[src/sv/bmpd_pkg.sv]
// bmpd_pkg: types and fixed constants shared by the BMP stream decoder.
// Result record passed from the parser front to the output back, queue status.
// No dependencies.
package bmpd_pkg;

  typedef enum logic [1:0] {
    KIND_PIXEL  = 2'd0,
    KIND_HEADER = 2'd1,
    KIND_ERROR  = 2'd2
  } kind_t;

  typedef enum logic [2:0] {
    ERR_FILE_HDR = 3'd0,
    ERR_OFFSET   = 3'd1,
    ERR_INFO_HDR = 3'd2,
    ERR_FORMAT   = 3'd3,
    ERR_SIZE     = 3'd4
  } err_t;

  // One queued result; on pixel beats image_height/bottom_up carry the flip info.
  typedef struct packed {
    kind_t       kind;
    logic [31:0] pixel;
    logic [11:0] column;
    logic [11:0] row;
    logic [12:0] image_width;
    logic [12:0] image_height;
    logic        bottom_up;
    logic        no_alpha;
    logic [30:0] horiz_res;
    logic [30:0] vert_res;
    err_t        error_code;
    logic        final_res;
  } entry_t;

  typedef struct packed {
    logic full;
    logic avail;
  } q_stat_t;

  localparam int unsigned QUEUE_DEPTH = 2;
  localparam int unsigned QPTR_W      = 1;

  localparam logic [15:0] BMP_MAGIC         = 16'h4D42;
  localparam logic [31:0] INFO_HDR_SIZE     = 32'd40;
  localparam logic [31:0] HDR_BYTES         = 32'd54;
  localparam logic [31:0] IDX_FSIZE_DONE    = 32'd5;
  localparam logic [31:0] IDX_FILE_HDR_DONE = 32'd13;
  localparam logic [31:0] IDX_INFO_HDR_DONE = 32'd53;
  localparam logic [15:0] BITS_24           = 16'd24;
  localparam logic [15:0] BITS_32           = 16'd32;
  localparam logic [15:0] ONE_PLANE         = 16'd1;
  localparam logic [31:0] COMP_RGB          = 32'd0;
  localparam logic [31:0] COMP_BITFIELDS    = 32'd3;
  localparam logic [7:0]  ALPHA_OPAQUE      = 8'hFF;

endpackage

[src/sv/bmp_stream_decoder.sv]
// bmp_stream_decoder: top level of the streaming BMP (24/32 bpp) decoder.
// Instantiates bmpd_front, bmpd_fifo and bmpd_back; depends on bmpd_pkg.
//
// Input: one file byte per beat on in_data_byte, in_end_of_file marks the
// last byte of a file, after which the decoder rearms for the next file.
// Output: at most one result per input byte - a header beat (kind 1) after
// byte 53, BGRA pixel beats (kind 0) with column and top-down row, or an
// error beat (kind 2, final_res set), after which the rest of the file is
// dropped. Pixels of bottom-up files come out with their rows already
// remapped, so the sink writes them straight to place.
// Throughput: one byte per clock, sustained, with the sink always ready.
// Path: a result is written into the queue on the edge that takes its byte,
// then loaded into the output register that drives out_valid.
// Sink stall: results wait in a two-entry queue behind the output register;
// in_ready falls only when that queue is full, and rises as soon as the
// output register drains.
// Reset (rst_n low, synchronous): parser back to header parsing, queue and
// output register empty. No clearing pass; usable the cycle after.
module bmp_stream_decoder #(
  parameter int MAX_WIDTH  = 4096,
  parameter int MAX_HEIGHT = 4096
) (
  input  logic        clk,
  input  logic        rst_n,
  input  logic        in_valid,
  output logic        in_ready,
  input  logic [7:0]  in_data_byte,
  input  logic        in_end_of_file,
  output logic        out_valid,
  input  logic        out_ready,
  output logic [1:0]  out_kind,
  output logic [31:0] out_pixel,
  output logic [11:0] out_column,
  output logic [11:0] out_row,
  output logic [12:0] out_image_width,
  output logic [12:0] out_image_height,
  output logic        out_bottom_up,
  output logic        out_no_alpha,
  output logic [30:0] out_horiz_res,
  output logic [30:0] out_vert_res,
  output logic [2:0]  out_error_code,
  output logic        out_final_res
);
  import bmpd_pkg::*;

  q_stat_t q_stat;
  entry_t  push_entry, pop_entry;
  logic    push, pop;

  bmpd_front #(
    .MAX_WIDTH  (MAX_WIDTH),
    .MAX_HEIGHT (MAX_HEIGHT)
  ) u_front (
    .clk            (clk),
    .rst_n          (rst_n),
    .in_valid       (in_valid),
    .in_ready       (in_ready),
    .in_data_byte   (in_data_byte),
    .in_end_of_file (in_end_of_file),
    .q_stat         (q_stat),
    .push           (push),
    .push_entry     (push_entry)
  );

  bmpd_fifo u_fifo (
    .clk        (clk),
    .rst_n      (rst_n),
    .push       (push),
    .push_entry (push_entry),
    .pop        (pop),
    .pop_entry  (pop_entry),
    .q_stat     (q_stat)
  );

  bmpd_back u_back (
    .clk              (clk),
    .rst_n            (rst_n),
    .q_stat           (q_stat),
    .q_entry          (pop_entry),
    .pop              (pop),
    .out_valid        (out_valid),
    .out_ready        (out_ready),
    .out_kind         (out_kind),
    .out_pixel        (out_pixel),
    .out_column       (out_column),
    .out_row          (out_row),
    .out_image_width  (out_image_width),
    .out_image_height (out_image_height),
    .out_bottom_up    (out_bottom_up),
    .out_no_alpha     (out_no_alpha),
    .out_horiz_res    (out_horiz_res),
    .out_vert_res     (out_vert_res),
    .out_error_code   (out_error_code),
    .out_final_res    (out_final_res)
  );

endmodule

[src/sv/bmpd_front.sv]
// bmpd_front: byte-level parser. Collects and checks the BMP headers, tracks
// skip/pixel/padding phases and pushes one result record per producing byte.
// Depends on bmpd_pkg.
module bmpd_front #(
  parameter int MAX_WIDTH  = 4096,
  parameter int MAX_HEIGHT = 4096
) (
  input  logic             clk,
  input  logic             rst_n,
  input  logic             in_valid,
  output logic             in_ready,
  input  logic [7:0]       in_data_byte,
  input  logic             in_end_of_file,
  input  bmpd_pkg::q_stat_t q_stat,
  output logic             push,
  output bmpd_pkg::entry_t push_entry
);
  import bmpd_pkg::*;

  localparam int WBITS = $clog2(MAX_WIDTH + 1);
  localparam int HBITS = $clog2(MAX_HEIGHT + 1);
  localparam int SW    = WBITS + 3;
  localparam int PW    = HBITS + SW;
  localparam int CW    = (PW > 32) ? PW : 32;

  typedef enum logic [2:0] {
    PH_HEADER, PH_SKIP, PH_PIXELS, PH_PAD, PH_DONE, PH_ERROR
  } phase_t;

  typedef enum logic [3:0] {
    F_NONE, F_MAGIC, F_FSIZE, F_RSVD, F_OFF, F_HSIZE, F_WIDTH, F_HEIGHT,
    F_PLANES, F_COMP, F_CSIZE, F_HRES, F_VRES, F_NCOL, F_NIMP
  } fld_t;

  function automatic fld_t fld_of(input logic [5:0] a);
    case (a) inside
      [6'd0:6'd1]:   return F_MAGIC;
      [6'd2:6'd5]:   return F_FSIZE;
      [6'd6:6'd9]:   return F_RSVD;
      [6'd10:6'd13]: return F_OFF;
      [6'd14:6'd17]: return F_HSIZE;
      [6'd18:6'd21]: return F_WIDTH;
      [6'd22:6'd25]: return F_HEIGHT;
      [6'd26:6'd29]: return F_PLANES;
      [6'd30:6'd33]: return F_COMP;
      [6'd34:6'd37]: return F_CSIZE;
      [6'd38:6'd41]: return F_HRES;
      [6'd42:6'd45]: return F_VRES;
      [6'd46:6'd49]: return F_NCOL;
      [6'd50:6'd53]: return F_NIMP;
      default:       return F_NONE;
    endcase
  endfunction

  phase_t            phase_r, phase_nxt;
  logic [31:0]       idx_r, idx_nxt;
  logic [31:0]       fs_r, fs_nxt;
  logic [31:0]       off_r, off_nxt;
  logic [23:0]       acc_r, acc_nxt;
  logic [1:0]        bip_r, bip_nxt;
  logic [WBITS-1:0]  col_r, col_nxt;
  logic [HBITS-1:0]  row_r, row_nxt;
  logic [1:0]        padcnt_r, padcnt_nxt;

  logic [15:0]       magic_r;
  logic [31:0]       rsvd_r, hsize_r, width_r, height_r, planes_r, comp_r;
  logic [31:0]       csize_r, hres_r, vres_r, ncol_r, nimp_r;

  logic [31:0]       len_r, habs_r;
  logic              wbig_r, hbig_r;
  logic [SW-1:0]     stride_r;
  logic [PW-1:0]     prod_r;

  logic              accept, eof, bpp4, last_byte, ec_hit, bad2, bad3;
  logic [7:0]        b;
  fld_t              sel;
  logic [31:0]       fs_sh, off_sh, nimp_sh;
  logic [32:0]       cnt33;
  logic [WBITS-1:0]  wl, col_inc;
  logic [HBITS-1:0]  row_inc;
  logic [WBITS+1:0]  w3;
  logic [1:0]        pad_amt;
  err_t              ec_val;
  entry_t            ent;

  assign in_ready = !q_stat.full;
  assign accept   = in_valid && in_ready;
  assign b        = in_data_byte;
  assign eof      = in_end_of_file;
  assign sel      = (phase_r == PH_HEADER) ? fld_of(idx_r[5:0]) : F_NONE;
  assign fs_sh    = (sel == F_FSIZE) ? {b, fs_r[31:8]} : fs_r;
  assign off_sh   = (sel == F_OFF) ? {b, off_r[31:8]} : off_r;
  assign nimp_sh  = (sel == F_NIMP) ? {b, nimp_r[31:8]} : nimp_r;
  assign cnt33    = {1'b0, idx_r} + 33'd1;
  assign bpp4     = planes_r[31:16] != BITS_24;
  assign wl       = width_r[WBITS-1:0];
  assign w3       = {2'b00, wl} + {1'b0, wl, 1'b0};
  assign pad_amt  = bpp4 ? 2'd0 : width_r[1:0];
  assign col_inc  = col_r + WBITS'(1);
  assign row_inc  = row_r + HBITS'(1);
  assign last_byte = bpp4 ? (bip_r == 2'd3) : (bip_r == 2'd2);

  assign bad2 = planes_r[15:0] != ONE_PLANE || width_r[31] || width_r == '0 ||
                height_r == '0 || hsize_r != INFO_HDR_SIZE || ncol_r != '0 ||
                nimp_sh != '0 || hres_r[31] || vres_r[31];
  assign bad3 = (planes_r[31:16] != BITS_24 && planes_r[31:16] != BITS_32) ||
                (comp_r != COMP_RGB && comp_r != COMP_BITFIELDS) ||
                (csize_r != '0 && csize_r != len_r) || wbig_r || hbig_r;

  always_comb begin
    phase_nxt  = phase_r;
    idx_nxt    = idx_r;
    fs_nxt     = fs_r;
    off_nxt    = off_r;
    acc_nxt    = acc_r;
    bip_nxt    = bip_r;
    col_nxt    = col_r;
    row_nxt    = row_r;
    padcnt_nxt = padcnt_r;
    push       = 1'b0;
    ent        = '0;
    ec_hit     = 1'b0;
    ec_val     = ERR_FILE_HDR;
    if (accept) begin
      idx_nxt = (idx_r == '1) ? idx_r : idx_r + 32'd1;
      if (phase_r != PH_ERROR) begin
        fs_nxt  = fs_sh;
        off_nxt = off_sh;
        if ((phase_r != PH_HEADER || idx_r >= IDX_FSIZE_DONE) && idx_r >= fs_sh) begin
          ec_hit = 1'b1;
        end else begin
          unique case (phase_r)
            PH_HEADER: begin
              if (idx_r == IDX_FILE_HDR_DONE) begin
                if (magic_r != BMP_MAGIC || rsvd_r != '0 || off_sh < HDR_BYTES) begin
                  ec_hit = 1'b1;
                end else if (off_sh >= fs_sh) begin
                  ec_hit = 1'b1;
                  ec_val = ERR_OFFSET;
                end
              end else if (idx_r == IDX_INFO_HDR_DONE) begin
                if (bad2) begin
                  ec_hit = 1'b1;
                  ec_val = ERR_INFO_HDR;
                end else if (bad3) begin
                  ec_hit = 1'b1;
                  ec_val = ERR_FORMAT;
                end else if (CW'(len_r) != CW'(prod_r)) begin
                  ec_hit = 1'b1;
                  ec_val = ERR_SIZE;
                end else begin
                  push             = 1'b1;
                  ent.kind         = KIND_HEADER;
                  ent.image_width  = width_r[12:0];
                  ent.image_height = habs_r[12:0];
                  ent.bottom_up    = !height_r[31];
                  ent.no_alpha     = !bpp4;
                  ent.horiz_res    = hres_r[30:0];
                  ent.vert_res     = vres_r[30:0];
                  phase_nxt        = (off_sh <= HDR_BYTES) ? PH_PIXELS : PH_SKIP;
                end
              end
            end
            PH_SKIP: begin
              if (cnt33 >= {1'b0, off_r}) phase_nxt = PH_PIXELS;
            end
            PH_PIXELS: begin
              if (!last_byte) begin
                case (bip_r)
                  2'd0:    acc_nxt = {16'h0000, b};
                  2'd1:    acc_nxt[15:8] = b;
                  default: acc_nxt[23:16] = b;
                endcase
                bip_nxt = bip_r + 2'd1;
              end else begin
                push             = 1'b1;
                ent.kind         = KIND_PIXEL;
                ent.pixel        = bpp4 ? {b, acc_r} : {ALPHA_OPAQUE, b, acc_r[15:0]};
                ent.column       = 12'(col_r);
                ent.row          = 12'(row_r);
                ent.image_height = habs_r[12:0];
                ent.bottom_up    = !height_r[31];
                acc_nxt          = '0;
                bip_nxt          = 2'd0;
                col_nxt          = col_inc;
                if (col_inc == wl) begin
                  col_nxt = '0;
                  row_nxt = row_inc;
                  if (row_inc == habs_r[HBITS-1:0]) begin
                    phase_nxt     = PH_DONE;
                    ent.final_res = 1'b1;
                  end else if (pad_amt != 2'd0) begin
                    phase_nxt  = PH_PAD;
                    padcnt_nxt = pad_amt;
                  end
                end
              end
            end
            PH_PAD: begin
              padcnt_nxt = padcnt_r - 2'd1;
              if (padcnt_r == 2'd1) phase_nxt = PH_PIXELS;
            end
            default: ;
          endcase
        end
        if (ec_hit) begin
          push           = 1'b1;
          ent            = '0;
          ent.kind       = KIND_ERROR;
          ent.error_code = ec_val;
          ent.final_res  = 1'b1;
          phase_nxt      = PH_ERROR;
        end
        if (eof && phase_nxt != PH_ERROR &&
            (phase_nxt == PH_HEADER || cnt33 != {1'b0, fs_sh})) begin
          push           = 1'b1;
          ent            = '0;
          ent.kind       = KIND_ERROR;
          ent.error_code = ERR_FILE_HDR;
          ent.final_res  = 1'b1;
        end
      end
      if (eof) begin
        phase_nxt  = PH_HEADER;
        idx_nxt    = '0;
        fs_nxt     = '0;
        off_nxt    = '0;
        acc_nxt    = '0;
        bip_nxt    = 2'd0;
        col_nxt    = '0;
        row_nxt    = '0;
        padcnt_nxt = 2'd0;
      end
    end
  end

  assign push_entry = ent;

  always_ff @(posedge clk) begin
    if (!rst_n) begin
      phase_r  <= PH_HEADER;
      idx_r    <= '0;
      fs_r     <= '0;
      off_r    <= '0;
      acc_r    <= '0;
      bip_r    <= 2'd0;
      col_r    <= '0;
      row_r    <= '0;
      padcnt_r <= 2'd0;
    end else begin
      phase_r  <= phase_nxt;
      idx_r    <= idx_nxt;
      fs_r     <= fs_nxt;
      off_r    <= off_nxt;
      acc_r    <= acc_nxt;
      bip_r    <= bip_nxt;
      col_r    <= col_nxt;
      row_r    <= row_nxt;
      padcnt_r <= padcnt_nxt;
    end
  end

  // header words, little-endian shift-in
  always_ff @(posedge clk) begin
    if (accept) begin
      unique case (sel)
        F_MAGIC:  magic_r  <= {b, magic_r[15:8]};
        F_RSVD:   rsvd_r   <= {b, rsvd_r[31:8]};
        F_HSIZE:  hsize_r  <= {b, hsize_r[31:8]};
        F_WIDTH:  width_r  <= {b, width_r[31:8]};
        F_HEIGHT: height_r <= {b, height_r[31:8]};
        F_PLANES: planes_r <= {b, planes_r[31:8]};
        F_COMP:   comp_r   <= {b, comp_r[31:8]};
        F_CSIZE:  csize_r  <= {b, csize_r[31:8]};
        F_HRES:   hres_r   <= {b, hres_r[31:8]};
        F_VRES:   vres_r   <= {b, vres_r[31:8]};
        F_NCOL:   ncol_r   <= {b, ncol_r[31:8]};
        F_NIMP:   nimp_r   <= {b, nimp_r[31:8]};
        default:  ;
      endcase
    end
  end

  // derived geometry, settles well before the last info header byte
  always_ff @(posedge clk) begin
    len_r    <= fs_r - off_r;
    habs_r   <= height_r[31] ? (32'd0 - height_r) : height_r;
    wbig_r   <= width_r > 32'(MAX_WIDTH);
    hbig_r   <= habs_r > 32'(MAX_HEIGHT);
    stride_r <= bpp4 ? {1'b0, wl, 2'b00} : ((SW'(w3) + SW'(3)) & ~SW'(3));
    prod_r   <= PW'(habs_r[HBITS-1:0]) * PW'(stride_r);
  end

endmodule

[src/sv/bmpd_fifo.sv]
// bmpd_fifo: two-entry result queue between parser front and output back.
// Depends on bmpd_pkg.
module bmpd_fifo (
  input  logic              clk,
  input  logic              rst_n,
  input  logic              push,
  input  bmpd_pkg::entry_t  push_entry,
  input  logic              pop,
  output bmpd_pkg::entry_t  pop_entry,
  output bmpd_pkg::q_stat_t q_stat
);
  import bmpd_pkg::*;

  entry_t            mem_r [QUEUE_DEPTH];
  logic [QPTR_W-1:0] wr_r, wr_nxt, rd_r, rd_nxt;
  logic [QPTR_W:0]   cnt_r, cnt_nxt;

  assign q_stat.full  = cnt_r == (QPTR_W + 1)'(QUEUE_DEPTH);
  assign q_stat.avail = cnt_r != '0;
  assign pop_entry    = mem_r[rd_r];

  always_comb begin
    wr_nxt  = push ? wr_r + QPTR_W'(1) : wr_r;
    rd_nxt  = pop ? rd_r + QPTR_W'(1) : rd_r;
    cnt_nxt = cnt_r + (QPTR_W + 1)'(push) - (QPTR_W + 1)'(pop);
  end

  always_ff @(posedge clk) begin
    if (!rst_n) begin
      wr_r  <= '0;
      rd_r  <= '0;
      cnt_r <= '0;
    end else begin
      wr_r  <= wr_nxt;
      rd_r  <= rd_nxt;
      cnt_r <= cnt_nxt;
    end
  end

  always_ff @(posedge clk) begin
    if (push) mem_r[wr_r] <= push_entry;
  end

endmodule

[src/sv/bmpd_back.sv]
// bmpd_back: output register stage. Pops queued records, applies the row flip
// for bottom-up images and clears fields that do not belong to the beat's kind.
// Depends on bmpd_pkg.
module bmpd_back (
  input  logic              clk,
  input  logic              rst_n,
  input  bmpd_pkg::q_stat_t q_stat,
  input  bmpd_pkg::entry_t  q_entry,
  output logic              pop,
  output logic              out_valid,
  input  logic              out_ready,
  output logic [1:0]        out_kind,
  output logic [31:0]       out_pixel,
  output logic [11:0]       out_column,
  output logic [11:0]       out_row,
  output logic [12:0]       out_image_width,
  output logic [12:0]       out_image_height,
  output logic              out_bottom_up,
  output logic              out_no_alpha,
  output logic [30:0]       out_horiz_res,
  output logic [30:0]       out_vert_res,
  output logic [2:0]        out_error_code,
  output logic              out_final_res
);
  import bmpd_pkg::*;

  logic   out_valid_r, out_valid_nxt;
  entry_t res_r, fmt;

  assign pop           = q_stat.avail && (!out_valid_r || out_ready);
  assign out_valid_nxt = pop || (out_valid_r && !out_ready);

  always_comb begin
    fmt = '0;
    unique case (q_entry.kind)
      KIND_PIXEL: begin
        fmt.kind      = KIND_PIXEL;
        fmt.pixel     = q_entry.pixel;
        fmt.column    = q_entry.column;
        fmt.row       = q_entry.bottom_up ?
                        (q_entry.image_height[11:0] - 12'd1 - q_entry.row) : q_entry.row;
        fmt.final_res = q_entry.final_res;
      end
      KIND_HEADER: begin
        fmt.kind         = KIND_HEADER;
        fmt.image_width  = q_entry.image_width;
        fmt.image_height = q_entry.image_height;
        fmt.bottom_up    = q_entry.bottom_up;
        fmt.no_alpha     = q_entry.no_alpha;
        fmt.horiz_res    = q_entry.horiz_res;
        fmt.vert_res     = q_entry.vert_res;
      end
      KIND_ERROR: begin
        fmt.kind       = KIND_ERROR;
        fmt.error_code = q_entry.error_code;
        fmt.final_res  = 1'b1;
      end
      default: ;
    endcase
  end

  always_ff @(posedge clk) begin
    if (!rst_n) begin
      out_valid_r <= 1'b0;
    end else begin
      out_valid_r <= out_valid_nxt;
    end
    if (pop) res_r <= fmt;
  end

  assign out_valid        = out_valid_r;
  assign out_kind         = res_r.kind;
  assign out_pixel        = res_r.pixel;
  assign out_column       = res_r.column;
  assign out_row          = res_r.row;
  assign out_image_width  = res_r.image_width;
  assign out_image_height = res_r.image_height;
  assign out_bottom_up    = res_r.bottom_up;
  assign out_no_alpha     = res_r.no_alpha;
  assign out_horiz_res    = res_r.horiz_res;
  assign out_vert_res     = res_r.vert_res;
  assign out_error_code   = res_r.error_code;
  assign out_final_res    = res_r.final_res;

endmodule

[config.mk]
export PLATFORM = sky130hd
export DESIGN_NAME = bmp_stream_decoder
export DESIGN_NICKNAME = d
export VERILOG_FILES = /design/src/sv/bmpd_pkg.sv /design/src/sv/bmp_stream_decoder.sv /design/src/sv/bmpd_front.sv /design/src/sv/bmpd_fifo.sv /design/src/sv/bmpd_back.sv
export SDC_FILE = /design/constraint.sdc
export NUM_CORES = 2
export LEC_CHECK = 0
export BUFFER_PORTS_ARGS = -buffer_cell sky130_fd_sc_hd__buf_2
export CORE_MARGIN = 1.5
export CORE_UTILIZATION = 68
export CTS_CLUSTER_SIZE = 14
export DETAILED_ROUTE_END_ITERATION = 8
export GPL_TIMING_DRIVEN = 0
export PLACE_DENSITY_LB_ADDON = 0.2
export SLEW_MARGIN = 10
export SYNTH_ARGS = -nofsm -noshare
export SYNTH_HDL_FRONTEND = slang
export SYNTH_SLANG_ARGS = --single-unit
[constraint.sdc]
create_clock -name clk -period 45.8 [get_ports clk]
set_clock_uncertainty 0.15 [all_clocks]
set_input_delay 4.58 -clock clk [delete_from_list [all_inputs] [get_ports clk]]
set_output_delay 4.58 -clock clk [all_outputs]
set_load 0.02 [all_outputs]
Word level (Yosys, flattened, before mapping)
Memory sizes are Yosys's and may differ from the RTL's. A register that Yosys moved wholly into a read port is not among the register bits.
Cells that the tools add are included.
{"block": "word_totals", "reg_bits": 785, "mem_bits_rw": 304, "out_inout_bits": 154, "memories": 1}
{"block": "classes", "addsub": 16, "n_mul": 1, "order_cmp": 36, "n_eq_ne": 47, "mux": 147, "n_reduce_logical": 87}
{"name": "u_fifo.mem_r", "words": 2, "width": 152, "rd": 1, "rd_clocked_by_memory_dff": 1, "wr": 1, "line": "bmpd_fifo.sv:14", "rtl": "entry_t mem_r [QUEUE_DEPTH];"}
{"operator": "152-bit 2-to-1 mux", "count": 4}
{"operator": "90-bit 2-to-1 mux", "count": 5}
{"operator": "32-bit 2-to-1 mux", "count": 10}
{"operator": "13-bit 2-to-1 mux", "count": 13}
{"operator": "32-bit nonzero test", "count": 5}
{"operator": "148-bit 2-to-1 mux", "count": 1}
{"operator": "24-bit 2-to-1 mux", "count": 5}
{"operator": "56-bit 2-to-1 mux", "count": 2}
{"operator": "3-bit 2-to-1 mux", "count": 25}
{"operator": "32-bit greater-or-equal comparator", "count": 2}
{"operator": "32-bit by 13-bit greater-than comparator with 1-bit output, second input constant", "count": 2}
{"operator": "32-bit zero test", "count": 2}
{"operator": "63-bit 2-to-1 mux", "count": 1}
{"operator": "4-bit 2-to-1 mux", "count": 15}
{"operator": "6-bit less-or-equal comparator, second input constant", "count": 6}
{"operator": "1-bit 2-to-1 mux", "count": 35}
{"operator": "2-bit 2-to-1 mux", "count": 17}
{"operator": "32-bit by 1-bit adder with 33-bit output, second input constant", "count": 1}
{"operator": "33-bit by 32-bit greater-or-equal comparator with 1-bit output", "count": 1}
{"operator": "33-bit by 32-bit != test with 1-bit output", "count": 1}
{"operator": "32-bit by 1-bit adder with 32-bit output, second input constant", "count": 1}
{"operator": "32-bit == test, second input constant", "count": 1}
{"operator": "32-bit by 4-bit == test with 1-bit output, second input constant", "count": 1}
{"operator": "32-bit by 6-bit == test with 1-bit output, second input constant", "count": 1}
{"operator": "other kinds (69)", "count": 177}

Logic depth before layout (Yosys ltp)
{"block": "depth", "word_depth": 41, "ltp_mapped": 33}

Modules after synthesis
A second synthesis with hierarchy kept.
{"block": "hier_totals", "hier_cells": 4532, "area_unflattened_um2": 55575.8}
{"mod": "bmpd_front", "instances": 1, "cells_per_inst": 3607, "area_each_um2": 37636.1, "seq_area_each_um2": 16235.6}
{"mod": "bmpd_fifo", "instances": 1, "cells_per_inst": 494, "area_each_um2": 11516.0, "seq_area_each_um2": 9228.9}
{"mod": "bmpd_back", "instances": 1, "cells_per_inst": 431, "area_each_um2": 6423.7, "seq_area_each_um2": 4584.4}

Worst setup path before layout
No wires, ideal clock.
{"block": "synth_path", "kind": "input -> register", "startpoint": "input port in_data_byte[1]", "endpoint": "memory u_fifo.mem_r[1][0] (netlist bit) (enable)", "setup_time_ns": 0.888, "arrival_ns": 18.814, "slack_ns": 25.948, "stages": 16, "path_buffers": 1, "path_cell_list": "clkbuf_1 nand3_1 and2_1 ha_1 a211oi_1 o21ai_0 a211oi_1 o22ai_1 a2111oi_0 a31oi_1 o31ai_1 o311a_1 o21ai_0 o22ai_2 nor2_1 a211oi_1"}
{"block": "synth_via", "elab_chain_cells": 23, "word_cells_on_any_way": 50, "classes_between": "order compare: 4; eq/ne: 2; mux: 34; reduce/logical: 10"}
{"element": "start, declared", "line": "bmp_stream_decoder.sv:27", "rtl": "input logic [7:0] in_data_byte,"}
{"element": "branches (longest 18 deep; another with 32-bit by 6-bit less-or-equal comparator with 1-bit output)"}
{"element": "1-bit 2-to-1 mux *", "line": "bmpd_front.sv:214", "rtl": "if (eof && phase_nxt != PH_ERROR &&"}
{"element": "1-bit 2-to-1 mux *", "line": "bmpd_front.sv:126", "rtl": "if (phase_r != PH_ERROR) begin"}
{"element": "1-bit 2-to-1 mux *", "line": "bmpd_front.sv:124", "rtl": "if (accept) begin"}
{"element": "1-bit 2-to-1 mux *", "line": "bmpd_fifo.sv:41", "rtl": "if (push) mem_r[wr_r] <= push_entry;"}
{"element": "1-bit 2-to-1 mux (implied by the code) *", "line": "bmpd_fifo.sv:41"}
{"element": "end, declared", "line": "bmpd_fifo.sv:14"}
Mark *: on every way between the ends. The select of a mux whose other input is x is not followed.

Worst setup path in the final report
{"block": "layout_path", "startpoint": "input port in_data_byte[0]", "endpoint": "memory u_fifo.mem_r[1][62] (netlist bit) (enable)"}
Same word-level chain as after synthesis.

==> results.toml <==
[run_status]
outcome = "finished, final reports clean"

[worst_setup_path]
path_max_fanout = 15
reg2reg_depth = 30
required_ps = 46060
worstPathArrival_ps = 11960
endpoint_kind = "flip-flop"
worst-r2r-setup-slack_ps = 35020
rr_endpoint = "u_fifo.mem_r[1][62]$_DFFE_PP_"
critical_path_class = "in -> reg"
reg2reg_from = "u_front.idx_r[0]$_SDFFE_PN0P_"
cp-start-kind = "input port"

[grt]
use_met2 = 0.559
overflow = 0
grtUsageTotal = 0.356
grt_first_pass_wirelength_um = 220000
grtUsageMet1 = 0.489
grt_max_degree = 36
busiest_layer = "met2"
grt_pass1_vias = 36900
met3_usage = 0.0640
antenna_found_initial = 3

[timing]
setup_tns_ps = 0
relSlewSlack = 0.100
hold_viol_final = 0
report.final.slew_viol_count = 0
fmax_ghz = 0.0854
rsz0062_at_grt = "false"
setup_viol = 0
finalCritPeriodShare = 0.256
holdWs_ps = 245
final.min_clock_period_ps = 11710
tightest_slew_ps = 1340

[power_and_ir_drop]
ir_drop_mv = 0.0359
p_per_area_mw_per_mm2 = 41.5
power.switching_w = 0.000687
internal_power_w = 0.00183
switching_share = 0.272
seq_power_share = 0.475
pwr-share-clk = 0.362
pwr-share-comb = 0.163
p_leak_nw = 22.6

[drt]
wirelength_um = 146000
vias = 38000
vias_per_cell = 6.35
wl_per_cell_um = 24.4
first_iter_violations = 4482
drc_errors = 0
ant_nets = 0
drt_pre_antenna_iters = 6

[finish]
final_util = 0.771
areaGrowthSynthToFinish_pct = 12.2
fin_nets = 5228
drive_above_1_share = 0.101

[clock_tree]
root_buffer = "clkbuf_16"
numCtsBuffers = 106
htree_levels = 3
clk_path_buf_depth = 3
postCtsHoldBufs = 0
postCtsSetupRepairBufs = 0
cts_tree = "done"
clkTransAtPathRegs_ps = 60
clk_latency_ps = 720
cts.sink_count = 1089
cts_resized = 0

[die]
start_util = 0.687
die_w_um = 285
rows = 103
dieArea_mm2 = 0.0814
die_h_um = 285
num_io_pins = 167
core_area_mm2 = 0.0789

[synth]
yosys-top-cells-area = "edfxtp_1, dfxtp_1, ha_1"
synth_cell_types = 88
synth_top_area_frac = 0.457
synth_edf_count = 824
syn_avg_cell_area_um2 = 12.0
yosysWarnings = 0
synth_nets = 4916
syn_inst = 4524
postSynth.asyncResetShare = 0
ys.flop_type = "edfxtp_1"
synth_seq_area_share = 0.555
synth-seq-cells = 1089
netlist_area_mm2 = 0.0542
yosysTopAreaCell = "edfxtp_1"

[worst_hold_path]
hold_path.class = "reg -> reg"
holdCritStartpoint = "u_front.height_r[0]$_DFFE_PP_"
hold-path-endpoint = "u_front.habs_r[0]$_DFF_P_"
hold_path_depth = 0

[placement]
portBuffers = 165
hpwl_um = 105000
place_congestion = 1.01

[run]
cap_viol_max_count = 0
layout by cell type (no fill, tap or decap), types with 121 or more instances in the layout:
cell type,count
a21oi_1,198
and2_1,250
buf_2,185
clkbuf_1,172
dfxtp_1,265
edfxtp_1,824
fa_1,124
ha_1,255
inv_1,247
mux2i_1,157
nand2_1,269
nor2_1,232
nor2b_1,160
nor4_1,121
o21ai_0,163
xnor2_1,193
per-layer routing:
| metal | routed length [µm] | up-vias |
|---|---|---|
| met5 | 14 | - |
| li1 | - | 17000 |
| met3 | 14200 | 394 |
| met4 | 7390 | 2 |
| met2 | 67100 | 2089 |
| met1 | 57200 | 18500 |
cells by family (layout without fill, tap and decap cells):
logic type | count (synthesis) | after routing | share of synthesized area
buf+inv | 448 | 853 | 0.0320
fa+ha+maj | 379 | 379 | 0.105
compound gates | 665 | 665 | 0.0780
flops | 1089 | 1089 | 0.555
xor+xnor | 246 | 246 | 0.0419
other cells | 0 | 5 | 0
mux | 212 | 212 | 0.0404
simple gates | 1485 | 1485 | 0.148
synthesized netlist by cell type, types with 153 or more instances:
cell type,instances
edfxtp_1,824
inv_1,247
dfxtp_1,265
and2_1,250
o21ai_0,163
ha_1,255
xnor2_1,193
a21oi_1,198
mux2i_1,157
nor2b_1,160
nor2_1,242
nand2_1,269
clkbuf_1,153
power by group through the flow:
stage	Sequential, W	Combinational (W)	Clock (W)
2_1_floorplan	0.00132	0.000177	0
3_3_place_gp	0.00126	0.000373	0
3_5_place_dp	0.00122	0.000405	0
4_1_cts	0.00120	0.000411	0.000916
5_1_grt	0.00120	0.000435	0.000957
6_report	0.00120	0.000412	0.000912
state kept, by name, indices dropped and copies added, names as in the netlist, 32 cells and up, named ones only:
name,count
u_fifo.mem_r,304
u_back.out_pixel,32
u_front.ncol_r,32
u_front.nimp_r,32
u_front.habs_r,32
u_front.height_r,32
u_front.off_r,32
u_front.planes_r,32
u_front.fs_r,32
u_front.len_r,32
u_front.hres_r,32
u_front.idx_r,32
u_front.comp_r,32
u_front.vres_r,32
u_front.csize_r,32
u_front.rsvd_r,32
u_front.width_r,32
u_front.hsize_r,32
metrics by stage:
stage               power, W  cell area (µm²)  std cells  setup WS (ps)
finish               0.00252            60800       5984          34090
global route         0.00260            60800       5980          34070
CTS                  0.00252            60800       5978          34400
detailed placement   0.00162            57000       5777          33680
global placement     0.00163            56300       5739          16680
floorplan            0.00149            54200       4524          25950
how the worst max path moves through the flow:
stage | start | to | slack, ps | cells past startpoint
final | in_data_byte[0] | u_fifo.mem_r[1][62]$_DFFE_PP_ | 34090 | 21
after global routing | in_data_byte[1] | u_fifo.mem_r[1][53]$_DFFE_PP_ | 34070 | 22
after CTS | in_data_byte[1] | u_fifo.mem_r[1][62]$_DFFE_PP_ | 34400 | 22
after detailed placement | in_data_byte[0] | u_fifo.mem_r[1][64]$_DFFE_PP_ | 33680 | 21
after global placement | in_data_byte[0] | u_fifo.mem_r[1][75]$_DFFE_PP_ | 16680 | 16
after floorplan | in_data_byte[1] | u_fifo.mem_r[1][0]$_DFFE_PP_ | 25950 | 16
cell type report:
class                      count  area, µm²
tap                         1050       1310
antenna                        5       12.5
sequential                  1089      30000
clock inverter                62        788
buffer                       200        803
multi-input combinational   2987      22500
timing repair buffer         204       1430
fill                        4878      18100
inverter                     248        931
clock buffer                 139       2930
worst max-delay path, stage by stage:
cell and delay [ps]:
buf_2 520, clkbuf_1 880, mux2i_1 490, ha_1 360, a211oi_1 210, o21ai_0 120
a211oi_1 240, o22ai_1 190, a2111oi_1 380, buf_2 260, a31oi_1 110, o31ai_1 290
o311a_1 400, o21ai_0 130, o22ai_2 710, nor2_1 340, a211oi_4 870, buf_8 280
buf_8 200, buf_16 170, buf_8 170
No activity file was read; power rests on OpenSTA's default activity.
